File: src/rtl/core/plr_pkg.sv
// plr_pkg: shared types and constants of the polyphase linear resampler
// no dependencies; used by plr_ctrl, plr_datapath, the top level and the checker
package plr_pkg;

    localparam int STEP_W    = 22;
    localparam int ONE_Q16   = 65536;
    localparam int FRAC_W    = 16;
    localparam int TAP_W     = 16;
    localparam int TAP_IDX_W = 6;
    localparam int WEIGHT_W  = 17;
    localparam int OPB_W     = 18;

    typedef enum logic [0:0] {
        CMD_SAMPLE = 1'b0,
        CMD_TAP    = 1'b1
    } in_cmd_t;

    // command from controller to datapath, one per cycle
    typedef struct packed {
        logic issue;     // one multiply-accumulate op enters the pipe
        logic interp;    // op belongs to an interpolation, else to a branch
        logic first;     // first term of a sum
        logic last;      // last term of a sum
        logic src_hist;  // branch op uses the history line, else the new sample
        logic zero_tap;  // tap lies past the prototype filter
        logic out_last;  // final output of this sample
        logic v0_wr;     // copy previous top phase into slot 0
        logic load_x;    // capture the new sample
        logic tap_wr;    // write one tap
        logic clr;       // clearing pass write
        logic hist_wr;   // push the sample into the history line
    } dp_cmd_t;

    // datapath status
    typedef struct packed {
        logic busy;      // ops still in the pipe
        logic out_full;  // output register holds a result
    } dp_stat_t;

endpackage

File: src/rtl/core/plr_ctrl.sv
// plr_ctrl: sequencer of the resampler (clearing pass, branch sums, interpolation)
// depends on plr_pkg; drives plr_datapath through dp_cmd_t and reads dp_stat_t
module plr_ctrl
    import plr_pkg::*;
#(
    parameter int NUM_PHASES = 8,
    parameter int NUM_TAPS   = 64,
    localparam int PL   = (NUM_TAPS + NUM_PHASES - 1) / NUM_PHASES,
    localparam int TW   = $clog2(NUM_TAPS),
    localparam int HLD  = (PL > 1) ? PL - 1 : 1,
    localparam int HW   = (HLD > 1) ? $clog2(HLD) : 1,
    localparam int VW   = $clog2(NUM_PHASES + 1),
    localparam int JW   = $clog2(NUM_PHASES),
    localparam int IW   = (PL > 1) ? $clog2(PL) : 1,
    localparam int TTW  = $clog2(PL * NUM_PHASES + 1),
    localparam int PPW  = FRAC_W + $clog2(NUM_PHASES) + 8
)
(
    input  logic                clk,
    input  logic                rst_n,
    input  logic                in_valid,
    output logic                in_stall,
    input  logic                in_cmd,
    input  logic [STEP_W-1:0]   step_q,
    input  dp_stat_t            stat,
    output dp_cmd_t             dcmd,
    output logic [TW-1:0]       tap_addr,
    output logic [HW-1:0]       hist_addr,
    output logic [VW-1:0]       v_addr,
    output logic [TW-1:0]       clr_addr,
    output logic [WEIGHT_W-1:0] weight
);

    typedef enum logic [8:0] {
        S_CLEAR    = 9'b000000001,
        S_IDLE     = 9'b000000010,
        S_START    = 9'b000000100,
        S_FIR      = 9'b000001000,
        S_FIR_WAIT = 9'b000010000,
        S_INT_A    = 9'b000100000,
        S_INT_B    = 9'b001000000,
        S_FINISH   = 9'b010000000,
        S_SPARE    = 9'b100000000
    } state_t;

    localparam logic signed [PPW-1:0] LIMIT = PPW'(NUM_PHASES * ONE_Q16);
    localparam logic signed [PPW-1:0] WRAP  = PPW'((NUM_PHASES + 1) * ONE_Q16);

    state_t                  state_reg, state_next;
    logic [TW-1:0]           clr_reg, clr_next;
    logic [JW-1:0]           j_reg, j_next;
    logic [IW-1:0]           i_reg, i_next;
    logic [TTW-1:0]          t_reg, t_next;
    logic [HW-1:0]           rp_reg, rp_next;
    logic [HW-1:0]           wp_reg, wp_next;
    logic signed [PPW-1:0]   p_reg, p_next;
    logic signed [PPW-1:0]   pt_reg, pt_next;
    logic [JW-1:0]           k_reg, k_next;
    logic [FRAC_W-1:0]       mu_reg, mu_next;
    logic signed [PPW-1:0]   st;
    logic [HW-1:0]           newest;
    logic                    accept;

    // effective step, at least one phase
    assign st = (step_q < STEP_W'(ONE_Q16)) ? PPW'(ONE_Q16) : $signed(PPW'(step_q));

    // most recent history slot
    assign newest = (wp_reg == '0) ? HW'(HLD - 1) : wp_reg - HW'(1);

    assign accept   = in_valid && (state_reg == S_IDLE);
    assign in_stall = (state_reg != S_IDLE);
    assign clr_addr = clr_reg;

    // state and counter update
    always_comb
    begin
        state_next = state_reg;
        clr_next   = clr_reg;
        j_next     = j_reg;
        i_next     = i_reg;
        t_next     = t_reg;
        rp_next    = rp_reg;
        wp_next    = wp_reg;
        p_next     = p_reg;
        pt_next    = pt_reg;
        k_next     = k_reg;
        mu_next    = mu_reg;
        dcmd       = '0;
        tap_addr   = TW'(t_reg);
        hist_addr  = rp_reg;
        v_addr     = VW'(j_reg) + VW'(1);
        weight     = '0;

        unique case (state_reg)
            S_CLEAR:
            begin
                dcmd.clr = 1'b1;
                clr_next = clr_reg + TW'(1);
                if (clr_reg == TW'(NUM_TAPS - 1))
                begin
                    state_next = S_IDLE;
                end
            end
            S_IDLE:
            begin
                if (accept)
                begin
                    if (in_cmd == CMD_TAP)
                    begin
                        dcmd.tap_wr = 1'b1;
                    end
                    else
                    begin
                        dcmd.load_x = 1'b1;
                        state_next  = S_START;
                    end
                end
            end
            S_START:
            begin
                dcmd.v0_wr = 1'b1;
                p_next     = pt_reg + PPW'(ONE_Q16);
                j_next     = '0;
                i_next     = '0;
                t_next     = '0;
                rp_next    = newest;
                state_next = S_FIR;
            end
            S_FIR:
            begin
                dcmd.issue    = 1'b1;
                dcmd.first    = (i_reg == '0);
                dcmd.last     = (i_reg == IW'(PL - 1));
                dcmd.src_hist = (i_reg != '0);
                dcmd.zero_tap = (t_reg >= TTW'(NUM_TAPS));
                if (i_reg == IW'(PL - 1))
                begin
                    i_next  = '0;
                    t_next  = TTW'(j_reg) + TTW'(1);
                    rp_next = newest;
                    j_next  = j_reg + JW'(1);
                    if (j_reg == JW'(NUM_PHASES - 1))
                    begin
                        state_next = S_FIR_WAIT;
                    end
                end
                else
                begin
                    i_next = i_reg + IW'(1);
                    t_next = t_reg + TTW'(NUM_PHASES);
                    if (i_reg != '0)
                    begin
                        rp_next = (rp_reg == '0) ? HW'(HLD - 1) : rp_reg - HW'(1);
                    end
                end
            end
            S_FIR_WAIT:
            begin
                if (!stat.busy)
                begin
                    state_next = S_INT_A;
                end
            end
            S_INT_A:
            begin
                k_next  = p_reg[FRAC_W +: JW];
                mu_next = p_reg[FRAC_W-1:0];
                v_addr  = VW'(p_reg[FRAC_W +: JW]);
                weight  = WEIGHT_W'(ONE_Q16) - {1'b0, p_reg[FRAC_W-1:0]};
                if (p_reg >= LIMIT)
                begin
                    state_next = S_FINISH;
                end
                else if (!stat.busy && !stat.out_full)
                begin
                    dcmd.issue  = 1'b1;
                    dcmd.interp = 1'b1;
                    dcmd.first  = 1'b1;
                    state_next  = S_INT_B;
                end
            end
            S_INT_B:
            begin
                v_addr        = VW'(k_reg) + VW'(1);
                weight        = {1'b0, mu_reg};
                dcmd.issue    = 1'b1;
                dcmd.interp   = 1'b1;
                dcmd.last     = 1'b1;
                dcmd.out_last = ((p_reg + st) >= LIMIT);
                p_next        = p_reg + st;
                state_next    = S_INT_A;
            end
            S_FINISH:
            begin
                pt_next = p_reg - WRAP;
                if (PL > 1)
                begin
                    dcmd.hist_wr = 1'b1;
                    hist_addr    = wp_reg;
                    wp_next      = (wp_reg == HW'(HLD - 1)) ? '0 : wp_reg + HW'(1);
                end
                state_next = S_IDLE;
            end
            default:
            begin
                state_next = S_IDLE;
            end
        endcase
    end

    // control registers
    always_ff @(posedge clk or negedge rst_n)
    begin
        if (!rst_n)
        begin
            state_reg <= S_CLEAR;
            clr_reg   <= '0;
            j_reg     <= '0;
            i_reg     <= '0;
            t_reg     <= '0;
            rp_reg    <= '0;
            wp_reg    <= '0;
            p_reg     <= '0;
            pt_reg    <= '0;
            k_reg     <= '0;
            mu_reg    <= '0;
        end
        else
        begin
            state_reg <= state_next;
            clr_reg   <= clr_next;
            j_reg     <= j_next;
            i_reg     <= i_next;
            t_reg     <= t_next;
            rp_reg    <= rp_next;
            wp_reg    <= wp_next;
            p_reg     <= p_next;
            pt_reg    <= pt_next;
            k_reg     <= k_next;
            mu_reg    <= mu_next;
        end
    end

endmodule

File: src/rtl/core/plr_datapath.sv
// plr_datapath: tap store, history line, phase value store, shared MAC and output register
// depends on plr_pkg; commanded by plr_ctrl
module plr_datapath
    import plr_pkg::*;
#(
    parameter int NUM_PHASES   = 8,
    parameter int NUM_TAPS     = 64,
    parameter int SAMPLE_WIDTH = 16,
    localparam int PL    = (NUM_TAPS + NUM_PHASES - 1) / NUM_PHASES,
    localparam int TW    = $clog2(NUM_TAPS),
    localparam int HLD   = (PL > 1) ? PL - 1 : 1,
    localparam int HW    = (HLD > 1) ? $clog2(HLD) : 1,
    localparam int VW    = $clog2(NUM_PHASES + 1),
    localparam int PW    = SAMPLE_WIDTH + OPB_W,
    localparam int ACC_W = PW + $clog2(PL + 1) + 2
)
(
    input  logic                           clk,
    input  logic                           rst_n,
    input  dp_cmd_t                        dcmd,
    input  logic [TW-1:0]                  tap_addr,
    input  logic [HW-1:0]                  hist_addr,
    input  logic [VW-1:0]                  v_addr,
    input  logic [TW-1:0]                  clr_addr,
    input  logic [WEIGHT_W-1:0]            weight,
    input  logic signed [SAMPLE_WIDTH-1:0] sample_in,
    input  logic [TAP_IDX_W-1:0]           tap_index,
    input  logic signed [TAP_W-1:0]        tap_value,
    output dp_stat_t                       stat,
    output logic                           out_valid,
    input  logic                           out_stall,
    output logic signed [SAMPLE_WIDTH-1:0] sample_out,
    output logic                           last
);

    localparam logic signed [ACC_W-1:0] SAT_MAX = ACC_W'((64'sd1 <<< (SAMPLE_WIDTH - 1)) - 1);
    localparam logic signed [ACC_W-1:0] SAT_MIN = -SAT_MAX - ACC_W'(1);

    logic signed [TAP_W-1:0]        tap_mem [NUM_TAPS];
    logic signed [SAMPLE_WIDTH-1:0] hist_mem [HLD];
    logic signed [SAMPLE_WIDTH-1:0] v_mem [NUM_PHASES + 1];

    logic signed [TAP_W-1:0]        tap_q;
    logic signed [SAMPLE_WIDTH-1:0] hist_q;
    logic signed [SAMPLE_WIDTH-1:0] v_q;
    logic signed [SAMPLE_WIDTH-1:0] x_reg;
    logic signed [SAMPLE_WIDTH-1:0] prev_top_reg;

    // stage 1: memory read
    logic                s1_valid_reg;
    logic                s1_interp, s1_first, s1_last, s1_src_hist, s1_zero, s1_out_last;
    logic [VW-1:0]       s1_vaddr;
    logic [WEIGHT_W-1:0] s1_weight;
    // stage 2: product
    logic                s2_valid_reg;
    logic                s2_interp, s2_first, s2_last, s2_out_last;
    logic [VW-1:0]       s2_vaddr;
    logic signed [PW-1:0] prod_reg;
    // stage 3: accumulate
    logic                done_reg;
    logic                s3_interp, s3_out_last;
    logic [VW-1:0]       s3_vaddr;
    logic signed [ACC_W-1:0] acc_reg, acc_next;

    logic signed [SAMPLE_WIDTH-1:0] opa;
    logic signed [OPB_W-1:0]        opb;
    logic signed [ACC_W-1:0]        shifted;
    logic signed [SAMPLE_WIDTH-1:0] result;
    logic                           out_valid_reg, out_valid_next;
    logic signed [SAMPLE_WIDTH-1:0] out_data_reg;
    logic                           out_last_reg;

    // tap store: clearing pass or tap write, read registered
    always_ff @(posedge clk)
    begin
        if (dcmd.clr)
        begin
            tap_mem[clr_addr] <= '0;
        end
        else if (dcmd.tap_wr && (int'(tap_index) < NUM_TAPS))
        begin
            tap_mem[TW'(tap_index)] <= tap_value;
        end
        tap_q <= tap_mem[tap_addr];
    end

    // history line as a circular buffer
    always_ff @(posedge clk)
    begin
        if (dcmd.clr && (int'(clr_addr) < HLD))
        begin
            hist_mem[HW'(clr_addr)] <= '0;
        end
        else if (dcmd.hist_wr)
        begin
            hist_mem[hist_addr] <= x_reg;
        end
        hist_q <= hist_mem[hist_addr];
    end

    // phase value store: slot 0 is the previous top phase
    always_ff @(posedge clk)
    begin
        if (dcmd.v0_wr)
        begin
            v_mem[0] <= prev_top_reg;
        end
        else if (done_reg && !s3_interp)
        begin
            v_mem[s3_vaddr] <= result;
        end
        v_q <= v_mem[v_addr];
    end

    // sample capture and previous top phase
    always_ff @(posedge clk or negedge rst_n)
    begin
        if (!rst_n)
        begin
            prev_top_reg <= '0;
        end
        else if (done_reg && !s3_interp && (s3_vaddr == VW'(NUM_PHASES)))
        begin
            prev_top_reg <= result;
        end
    end

    always_ff @(posedge clk)
    begin
        if (dcmd.load_x)
        begin
            x_reg <= sample_in;
        end
    end

    // operand select and product
    assign opa = s1_interp ? v_q : (s1_src_hist ? hist_q : x_reg);
    assign opb = s1_interp ? $signed({1'b0, s1_weight}) :
                 (s1_zero ? '0 : OPB_W'(tap_q));

    // accumulate with rounding offset loaded on the first term
    always_comb
    begin
        acc_next = acc_reg;
        if (s2_valid_reg)
        begin
            if (s2_first)
            begin
                acc_next = (s2_interp ? ACC_W'(1 << 15) : ACC_W'(1 << 14)) + ACC_W'(prod_reg);
            end
            else
            begin
                acc_next = acc_reg + ACC_W'(prod_reg);
            end
        end
    end

    // floor shift and saturation
    assign shifted = s3_interp ? (acc_reg >>> FRAC_W) : (acc_reg >>> 15);
    always_comb
    begin
        priority if (shifted > SAT_MAX)
        begin
            result = SAMPLE_WIDTH'(SAT_MAX);
        end
        else if (shifted < SAT_MIN)
        begin
            result = SAMPLE_WIDTH'(SAT_MIN);
        end
        else
        begin
            result = shifted[SAMPLE_WIDTH-1:0];
        end
    end

    // pipeline payload
    always_ff @(posedge clk)
    begin
        s1_interp   <= dcmd.interp;
        s1_first    <= dcmd.first;
        s1_last     <= dcmd.last;
        s1_src_hist <= dcmd.src_hist;
        s1_zero     <= dcmd.zero_tap;
        s1_out_last <= dcmd.out_last;
        s1_vaddr    <= v_addr;
        s1_weight   <= weight;
        prod_reg    <= opa * opb;
        s2_interp   <= s1_interp;
        s2_first    <= s1_first;
        s2_last     <= s1_last;
        s2_out_last <= s1_out_last;
        s2_vaddr    <= s1_vaddr;
        acc_reg     <= acc_next;
        s3_interp   <= s2_interp;
        s3_out_last <= s2_out_last;
        s3_vaddr    <= s2_vaddr;
    end

    // output register
    always_comb
    begin
        out_valid_next = out_valid_reg && out_stall;
        if (done_reg && s3_interp)
        begin
            out_valid_next = 1'b1;
        end
    end

    always_ff @(posedge clk)
    begin
        if (done_reg && s3_interp)
        begin
            out_data_reg <= result;
            out_last_reg <= s3_out_last;
        end
    end

    // pipeline valid bits
    always_ff @(posedge clk or negedge rst_n)
    begin
        if (!rst_n)
        begin
            s1_valid_reg  <= 1'b0;
            s2_valid_reg  <= 1'b0;
            done_reg      <= 1'b0;
            out_valid_reg <= 1'b0;
        end
        else
        begin
            s1_valid_reg  <= dcmd.issue;
            s2_valid_reg  <= s1_valid_reg;
            done_reg      <= s2_valid_reg && s2_last;
            out_valid_reg <= out_valid_next;
        end
    end

    assign stat.busy     = s1_valid_reg || s2_valid_reg || done_reg;
    assign stat.out_full = out_valid_reg;
    assign out_valid     = out_valid_reg;
    assign sample_out    = out_data_reg;
    assign last          = out_last_reg;

endmodule

File: src/rtl/core/polyphase_linear_resampler.sv
// polyphase_linear_resampler: top level, step register and the two cores
// depends on plr_pkg, plr_ctrl and plr_datapath
//
//   channel | handshake            | payload
//   --------+----------------------+-----------------------------------------
//   input   | in_valid / in_stall  | cmd, sample_in, tap_index, tap_value
//   output  | out_valid / out_stall| sample_out, last
//   config  | cfg_valid / cfg_ready| step
//
// a tap write leaves the controller idle; a sample runs the branch sums of all NUM_PHASES
// phases on the one shared multiply-accumulate, then an interpolation for each output it
// causes
// after reset a clearing pass zeroes the tap store and history line; input stalls then
// a stalled output holds its result; the next sample is taken meanwhile but its
// outputs wait for the output register
module polyphase_linear_resampler
    import plr_pkg::*;
#(
    parameter int NUM_PHASES   = 8,
    parameter int NUM_TAPS     = 64,
    parameter int SAMPLE_WIDTH = 16
)
(
    input  logic                           clk,
    input  logic                           rst_n,
    input  logic                           in_valid,
    output logic                           in_stall,
    input  logic                           cmd,
    input  logic signed [SAMPLE_WIDTH-1:0] sample_in,
    input  logic [TAP_IDX_W-1:0]           tap_index,
    input  logic signed [TAP_W-1:0]        tap_value,
    output logic                           out_valid,
    input  logic                           out_stall,
    output logic signed [SAMPLE_WIDTH-1:0] sample_out,
    output logic                           last,
    input  logic                           cfg_valid,
    output logic                           cfg_ready,
    input  logic [STEP_W-1:0]              step
);

    localparam int PL  = (NUM_TAPS + NUM_PHASES - 1) / NUM_PHASES;
    localparam int TW  = $clog2(NUM_TAPS);
    localparam int HLD = (PL > 1) ? PL - 1 : 1;
    localparam int HW  = (HLD > 1) ? $clog2(HLD) : 1;
    localparam int VW  = $clog2(NUM_PHASES + 1);

    logic [STEP_W-1:0]   step_reg;
    dp_cmd_t             dcmd;
    dp_stat_t            stat;
    logic [TW-1:0]       tap_addr;
    logic [HW-1:0]       hist_addr;
    logic [VW-1:0]       v_addr;
    logic [TW-1:0]       clr_addr;
    logic [WEIGHT_W-1:0] weight;

    // step register, always writable
    assign cfg_ready = 1'b1;
    always_ff @(posedge clk or negedge rst_n)
    begin
        if (!rst_n)
        begin
            step_reg <= STEP_W'(ONE_Q16);
        end
        else if (cfg_valid && cfg_ready)
        begin
            step_reg <= step;
        end
    end

    plr_ctrl #(
        .NUM_PHASES (NUM_PHASES),
        .NUM_TAPS   (NUM_TAPS)
    ) u_ctrl (
        .clk       (clk),
        .rst_n     (rst_n),
        .in_valid  (in_valid),
        .in_stall  (in_stall),
        .in_cmd    (cmd),
        .step_q    (step_reg),
        .stat      (stat),
        .dcmd      (dcmd),
        .tap_addr  (tap_addr),
        .hist_addr (hist_addr),
        .v_addr    (v_addr),
        .clr_addr  (clr_addr),
        .weight    (weight)
    );

    plr_datapath #(
        .NUM_PHASES   (NUM_PHASES),
        .NUM_TAPS     (NUM_TAPS),
        .SAMPLE_WIDTH (SAMPLE_WIDTH)
    ) u_datapath (
        .clk        (clk),
        .rst_n      (rst_n),
        .dcmd       (dcmd),
        .tap_addr   (tap_addr),
        .hist_addr  (hist_addr),
        .v_addr     (v_addr),
        .clr_addr   (clr_addr),
        .weight     (weight),
        .sample_in  (sample_in),
        .tap_index  (tap_index),
        .tap_value  (tap_value),
        .stat       (stat),
        .out_valid  (out_valid),
        .out_stall  (out_stall),
        .sample_out (sample_out),
        .last       (last)
    );

endmodule

File: config.mk
export PLATFORM = sky130hd
export DESIGN_NAME = polyphase_linear_resampler
export DESIGN_NICKNAME = d
export VERILOG_FILES = /design/src/rtl/core/plr_pkg.sv /design/src/rtl/core/plr_ctrl.sv /design/src/rtl/core/plr_datapath.sv /design/src/rtl/core/polyphase_linear_resampler.sv
export SDC_FILE = /design/constraint.sdc
export NUM_CORES = 2
export LEC_CHECK = 0
export BUFFER_PORTS_ARGS = -buffer_cell sky130_fd_sc_hd__buf_4
export CAP_MARGIN = 5
export CORE_MARGIN = 2
export CORE_UTILIZATION = 50
export CTS_CLUSTER_SIZE = 20
export DETAILED_ROUTE_END_ITERATION = 7
export PLACE_DENSITY = 0.75
export SLEW_MARGIN = 10
export SYNTH_ARGS = -nofsm -noshare
export SYNTH_HDL_FRONTEND = slang
export SYNTH_SLANG_ARGS = --single-unit
File: constraint.sdc
create_clock -name clk -period 8.7 [get_ports clk]
set_input_delay 1.74 -clock clk [delete_from_list [all_inputs] [get_ports clk]]
set_output_delay 1.74 -clock clk [all_outputs]
set_load 0.01 [all_outputs]
==> results by stage <==
Run status:
- The run finished with clean final reports.

Cells and area:
- In the final layout, the registers with the most flip-flops are u_datapath.tap_mem: 1024 flops, u_datapath.v_mem: 144 flops, u_datapath.hist_mem: 112 flops.
- The register with the most flip-flops in the layout has 1024 of them.
- The area of combinational cells with multiple inputs is 27800 um^2.
- Counting the fill cells in the layout gives 11500.
- The net count reported at finish is 5881.
- The largest register by flop count is u_datapath.tap_mem.
- In the final layout, the share of cells above drive strength 1 is 16.5%.
- Compared with the post-synthesis result, the final layout area differs by 11.5%.
- The area of all sequential standard cells is 46800 um^2.

Detailed routing:
- The routed via count is 44500.
- In the final routed layout, each cell accounts on average for 25.6 um.
- The number of DRC markers in iteration 0 is 4521.
- The DRC violations left is 0.
- In this run the remaining antenna-violating nets after routing total 0.
- Dividing the detail-routed via count by the number of cells gives 5.91.
- Summed over all layers, the routed wires come to 193 mm.
- The first-pass detailed-route iteration total is 8.

Placement:
- The count of buffers added on input and output ports is 84.
- At the end of routability-driven placement, the weighted congestion stood at 0.999.
- The detailed placer's ending HPWL is 124 mm.

Global route:
- Entering global routing, the biggest net connects 151 pins.
- The first global-routing pass estimated 290 mm of wire.
- The via count of the first global-routing pass was 45600.
- The initial antenna violation count is 8.
- For this run the aggregate overflow at the end of global routing stands at 0.
- Global routing used 24.8% of the available tracks across all layers.

Clock network:
- The clock insertion delay at the later pin of the skew report is 840 ps.
- The clock-pin slew on the worst setup and hold paths is 60 ps.
- The number of sinks driven by the clock tree is 1624.
- Clock tree synthesis selected as its root buffer the cell sky130_fd_sc_hd__clkbuf_16.
- The depth of the CTS H-tree is 4.
- The number of setup buffers added after CTS is 0.
- After clock tree synthesis, the repair step resized 0 gates.
- Counting along the longest clock path gives a buffer depth of 3.
- The TritonCTS clock tree is built.
- For this design, the CTS-stage hold fixing added 0 buffers.
- Counting the buffers created by CTS gives 163.

Timing:
- Static timing analysis puts the maximum clock frequency at 0.127 GHz.
- The clock period could shrink to 7850 ps.
- The setup-violating endpoint count in the final report is 0.
- Across the routed clock network, the largest skew measured is 59.0 ps.
- The number of max-slew violations in the final report came to 0.
- The final period utilization is 90.2%.
- The hold violation count in the final report is 0.
- At the pin with the least slew margin, the transition time is 1240 ps.
- Setup repair after global routing left no endpoint under its margin.
- The accumulated negative setup slack is 0 ps.
- Headroom to the max-slew limit came out at 16.6%.

Worst setup path:
- STA puts the critical path data arrival time at 8480 ps.
- The depth of the most critical reg-to-reg path is 22.
- At the worst endpoint, the required time is 9330 ps.
- The critical path is of the register to register type.
- The kind of launch point of the worst setup path is a register.
- The biggest fanout along the worst timing path is 42.
- The category of the worst setup path capture point is a register.

Logic synthesis:
- The post-synthesis net count is 5733.
- The sequential share of the synthesized area is 60.9%.
- The post-synthesis cell type count is 81.
- In this run, synthesis inferred 1353 flip-flops with an integrated enable.
- The netlist area before placement is 76800 um^2.
- The count of state elements after synthesis is 1624.
- Among all flip-flop cells after synthesis, the most frequent one is sky130_fd_sc_hd__edfxtp_1.
- Each instance of the synthesized netlist takes up on average 14.8 um^2.
- The number of instances in the synthesized netlist is 5207.
- Counting flops with an async set or reset pin after synthesis yields a share of 9.11%.
- The Yosys step of the flow raised 0 warnings.

Die:
- The chip height is 396 um.
- In this run the core area contains 143 standard-cell rows.
- The initial utilization of the core area, before any placement, comes to 50.5%.
- The die covers 157000 um^2.
- The I/O pin count is 86.
- The width of the die is 396 um.
- The core region is 152000 um^2.

Worst hold path:
- The min-delay analysis places its worst path in the category register to register.
- The worst hold path passes through 0 cells.

Run:
- The total of max-cap violations is 0.
path summary, 6_finish.rpt:
kind / startpoint / end / slack [ps]
worst max-delay path: u_datapath.s1_interp$_DFF_P_ / u_datapath.prod_reg[33]$_DFF_P_ / 850
worst min-delay path: u_datapath.s2_vaddr[2]$_DFF_P_ / u_datapath.s3_vaddr[2]$_DFF_P_ / 290
worst max register to register: u_datapath.s1_interp$_DFF_P_ / u_datapath.prod_reg[33]$_DFF_P_ / 850
worst min register to register: u_datapath.s2_vaddr[2]$_DFF_P_ / u_datapath.s3_vaddr[2]$_DFF_P_ / 290
max in group asynchronous: rst_n / u_ctrl.t_reg[0]$_DFFE_PN0P_ / 6290
min in group asynchronous: rst_n / u_datapath.prev_top_reg[2]$_DFFE_PN0P_ / 1070
cells in the final DEF, fill, tap and decap left out, drive strengths merged, types with 22 or more instances in the layout:
| cell type | netlist | layout |
|---|---|---|
| clkinv | 0 | 73 |
| nand2 | 614 | 614 |
| clkbuf | 177 | 209 |
| fa | 293 | 293 |
| mux2i | 43 | 43 |
| buf | 60 | 220 |
| a21oi | 123 | 123 |
| xnor2 | 88 | 88 |
| edfxtp | 1353 | 1353 |
| inv | 387 | 394 |
| dfxtp | 123 | 123 |
| nor2 | 329 | 329 |
| nor3 | 40 | 40 |
| ha | 167 | 167 |
| nand3 | 79 | 79 |
| mux2 | 44 | 44 |
| xor2 | 40 | 40 |
| o21a | 34 | 34 |
| a31oi | 32 | 32 |
| a22o | 22 | 22 |
| mux4 | 351 | 351 |
| nand2b | 31 | 31 |
| dfrtp | 146 | 146 |
| a21o | 44 | 44 |
| and2 | 68 | 68 |
| and3 | 33 | 33 |
| o21ai | 199 | 199 |
logic make-up after synthesis:
family | after synthesis | synth area share, %
DFF | 1624 | 60.9
and+or+nand+nor | 1299 | 7.42
AOI/OAI and AO/OA | 633 | 5.28
buffers and inverters | 624 | 3.09
adders and majority gates | 460 | 10.4
muxes | 438 | 11.5
xor gates and xnor gates | 128 | 1.46
other | 1 | 0.00488
critical path: stages, from the launching register on:
cell and delay [ps]:
sky130_fd_sc_hd__dfxtp_2 320, sky130_fd_sc_hd__buf_4 250, sky130_fd_sc_hd__buf_4 300, sky130_fd_sc_hd__o21ai_0 870, sky130_fd_sc_hd__nand2_1 180, sky130_fd_sc_hd__fa_1 530
sky130_fd_sc_hd__inv_1 60, sky130_fd_sc_hd__fa_1 560, sky130_fd_sc_hd__fa_1 440, sky130_fd_sc_hd__fa_1 480, sky130_fd_sc_hd__fa_1 500, sky130_fd_sc_hd__inv_1 60
sky130_fd_sc_hd__fa_1 480, sky130_fd_sc_hd__inv_1 40, sky130_fd_sc_hd__ha_1 340, sky130_fd_sc_hd__and3_1 280, sky130_fd_sc_hd__nor2b_1 180, sky130_fd_sc_hd__a221o_1 370
sky130_fd_sc_hd__o31ai_1 440, sky130_fd_sc_hd__o21ai_0 410, sky130_fd_sc_hd__a31o_2 370, sky130_fd_sc_hd__mux2i_1 140, sky130_fd_sc_hd__nand4_1 80
routing by layer:
layer	track usage [%]	vias up	part of all wire (%)
met2	42.5	1917	51
met4	9.13	12	4.0
met1	31.4	22800	37
met3	4.80	375	7.4
met5	0	-	0.048
li1	-	19400	-
Yosys cell counts, types with 6 or more instances:
cell | count | area, um^2
sky130_fd_sc_hd__nor2b_1 | 17 | 106
sky130_fd_sc_hd__fa_1 | 293 | 5870
sky130_fd_sc_hd__nor3b_1 | 8 | 60.1
sky130_fd_sc_hd__nor4_1 | 11 | 68.8
sky130_fd_sc_hd__dfrtp_1 | 146 | 3650
sky130_fd_sc_hd__edfxtp_1 | 1353 | 40600
sky130_fd_sc_hd__o31ai_1 | 17 | 128
sky130_fd_sc_hd__a211oi_1 | 21 | 158
sky130_fd_sc_hd__a21oi_1 | 123 | 616
sky130_fd_sc_hd__or4_1 | 8 | 60.1
sky130_fd_sc_hd__mux4_2 | 351 | 7910
sky130_fd_sc_hd__mux2_2 | 44 | 495
sky130_fd_sc_hd__xnor2_1 | 88 | 771
sky130_fd_sc_hd__nand4_1 | 16 | 100
sky130_fd_sc_hd__o21ai_0 | 177 | 886
sky130_fd_sc_hd__or3_1 | 16 | 100
sky130_fd_sc_hd__buf_1 | 43 | 161
sky130_fd_sc_hd__a22oi_1 | 21 | 158
sky130_fd_sc_hd__dfxtp_1 | 123 | 2460
sky130_fd_sc_hd__nand3_1 | 79 | 395
sky130_fd_sc_hd__and2_1 | 68 | 425
sky130_fd_sc_hd__o21ai_1 | 22 | 110
sky130_fd_sc_hd__or2_2 | 7 | 43.8
sky130_fd_sc_hd__o22ai_1 | 14 | 87.6
sky130_fd_sc_hd__nor2_1 | 329 | 1230
sky130_fd_sc_hd__nand2_1 | 614 | 2300
sky130_fd_sc_hd__buf_2 | 13 | 65.1
sky130_fd_sc_hd__a22o_1 | 22 | 193
sky130_fd_sc_hd__o21a_1 | 34 | 255
sky130_fd_sc_hd__a21boi_0 | 6 | 45.0
sky130_fd_sc_hd__mux2i_1 | 42 | 420
sky130_fd_sc_hd__o211ai_1 | 12 | 90.1
sky130_fd_sc_hd__and3_1 | 33 | 206
sky130_fd_sc_hd__a21o_1 | 44 | 330
sky130_fd_sc_hd__a31oi_1 | 32 | 200
sky130_fd_sc_hd__o21bai_1 | 12 | 90.1
sky130_fd_sc_hd__clkbuf_1 | 176 | 661
sky130_fd_sc_hd__a221o_1 | 7 | 70.1
sky130_fd_sc_hd__xor2_1 | 40 | 350
sky130_fd_sc_hd__a311oi_1 | 19 | 166
sky130_fd_sc_hd__ha_1 | 167 | 2090
sky130_fd_sc_hd__nand2b_1 | 31 | 194
sky130_fd_sc_hd__nor3_1 | 39 | 195
sky130_fd_sc_hd__inv_1 | 386 | 1450
sky130_fd_sc_hd__nand3b_1 | 9 | 67.6
layout make-up:
class,instances,area share [%]
well taps,2030,2.97
multi-input cells,2959,32.5
repair buffers,220,1.98
clock buffers,209,5.04
clock inverters,93,1.20
inverters,387,1.70
diodes,3,0.00877
flip-flops and latches,1624,54.7
metrics by stage:
step                      instance area (um^2)  cells  setup WS (ps)  hold slack (ps)  util, %
final                                    85600   7525            848              291     56.3
after global routing                     85600   7522            472              314     56.2
after detailed placement                 80300   7220            962              312     52.7
after floorplan                          76800   5207           1390              310        -
after CTS                                85600   7522            919              299     56.2
after global placement                   80300   7219            994              310     52.7
Power is not shown: default switching activity piles up to over one toggle a cycle in this logic, so the estimate is an artifact.
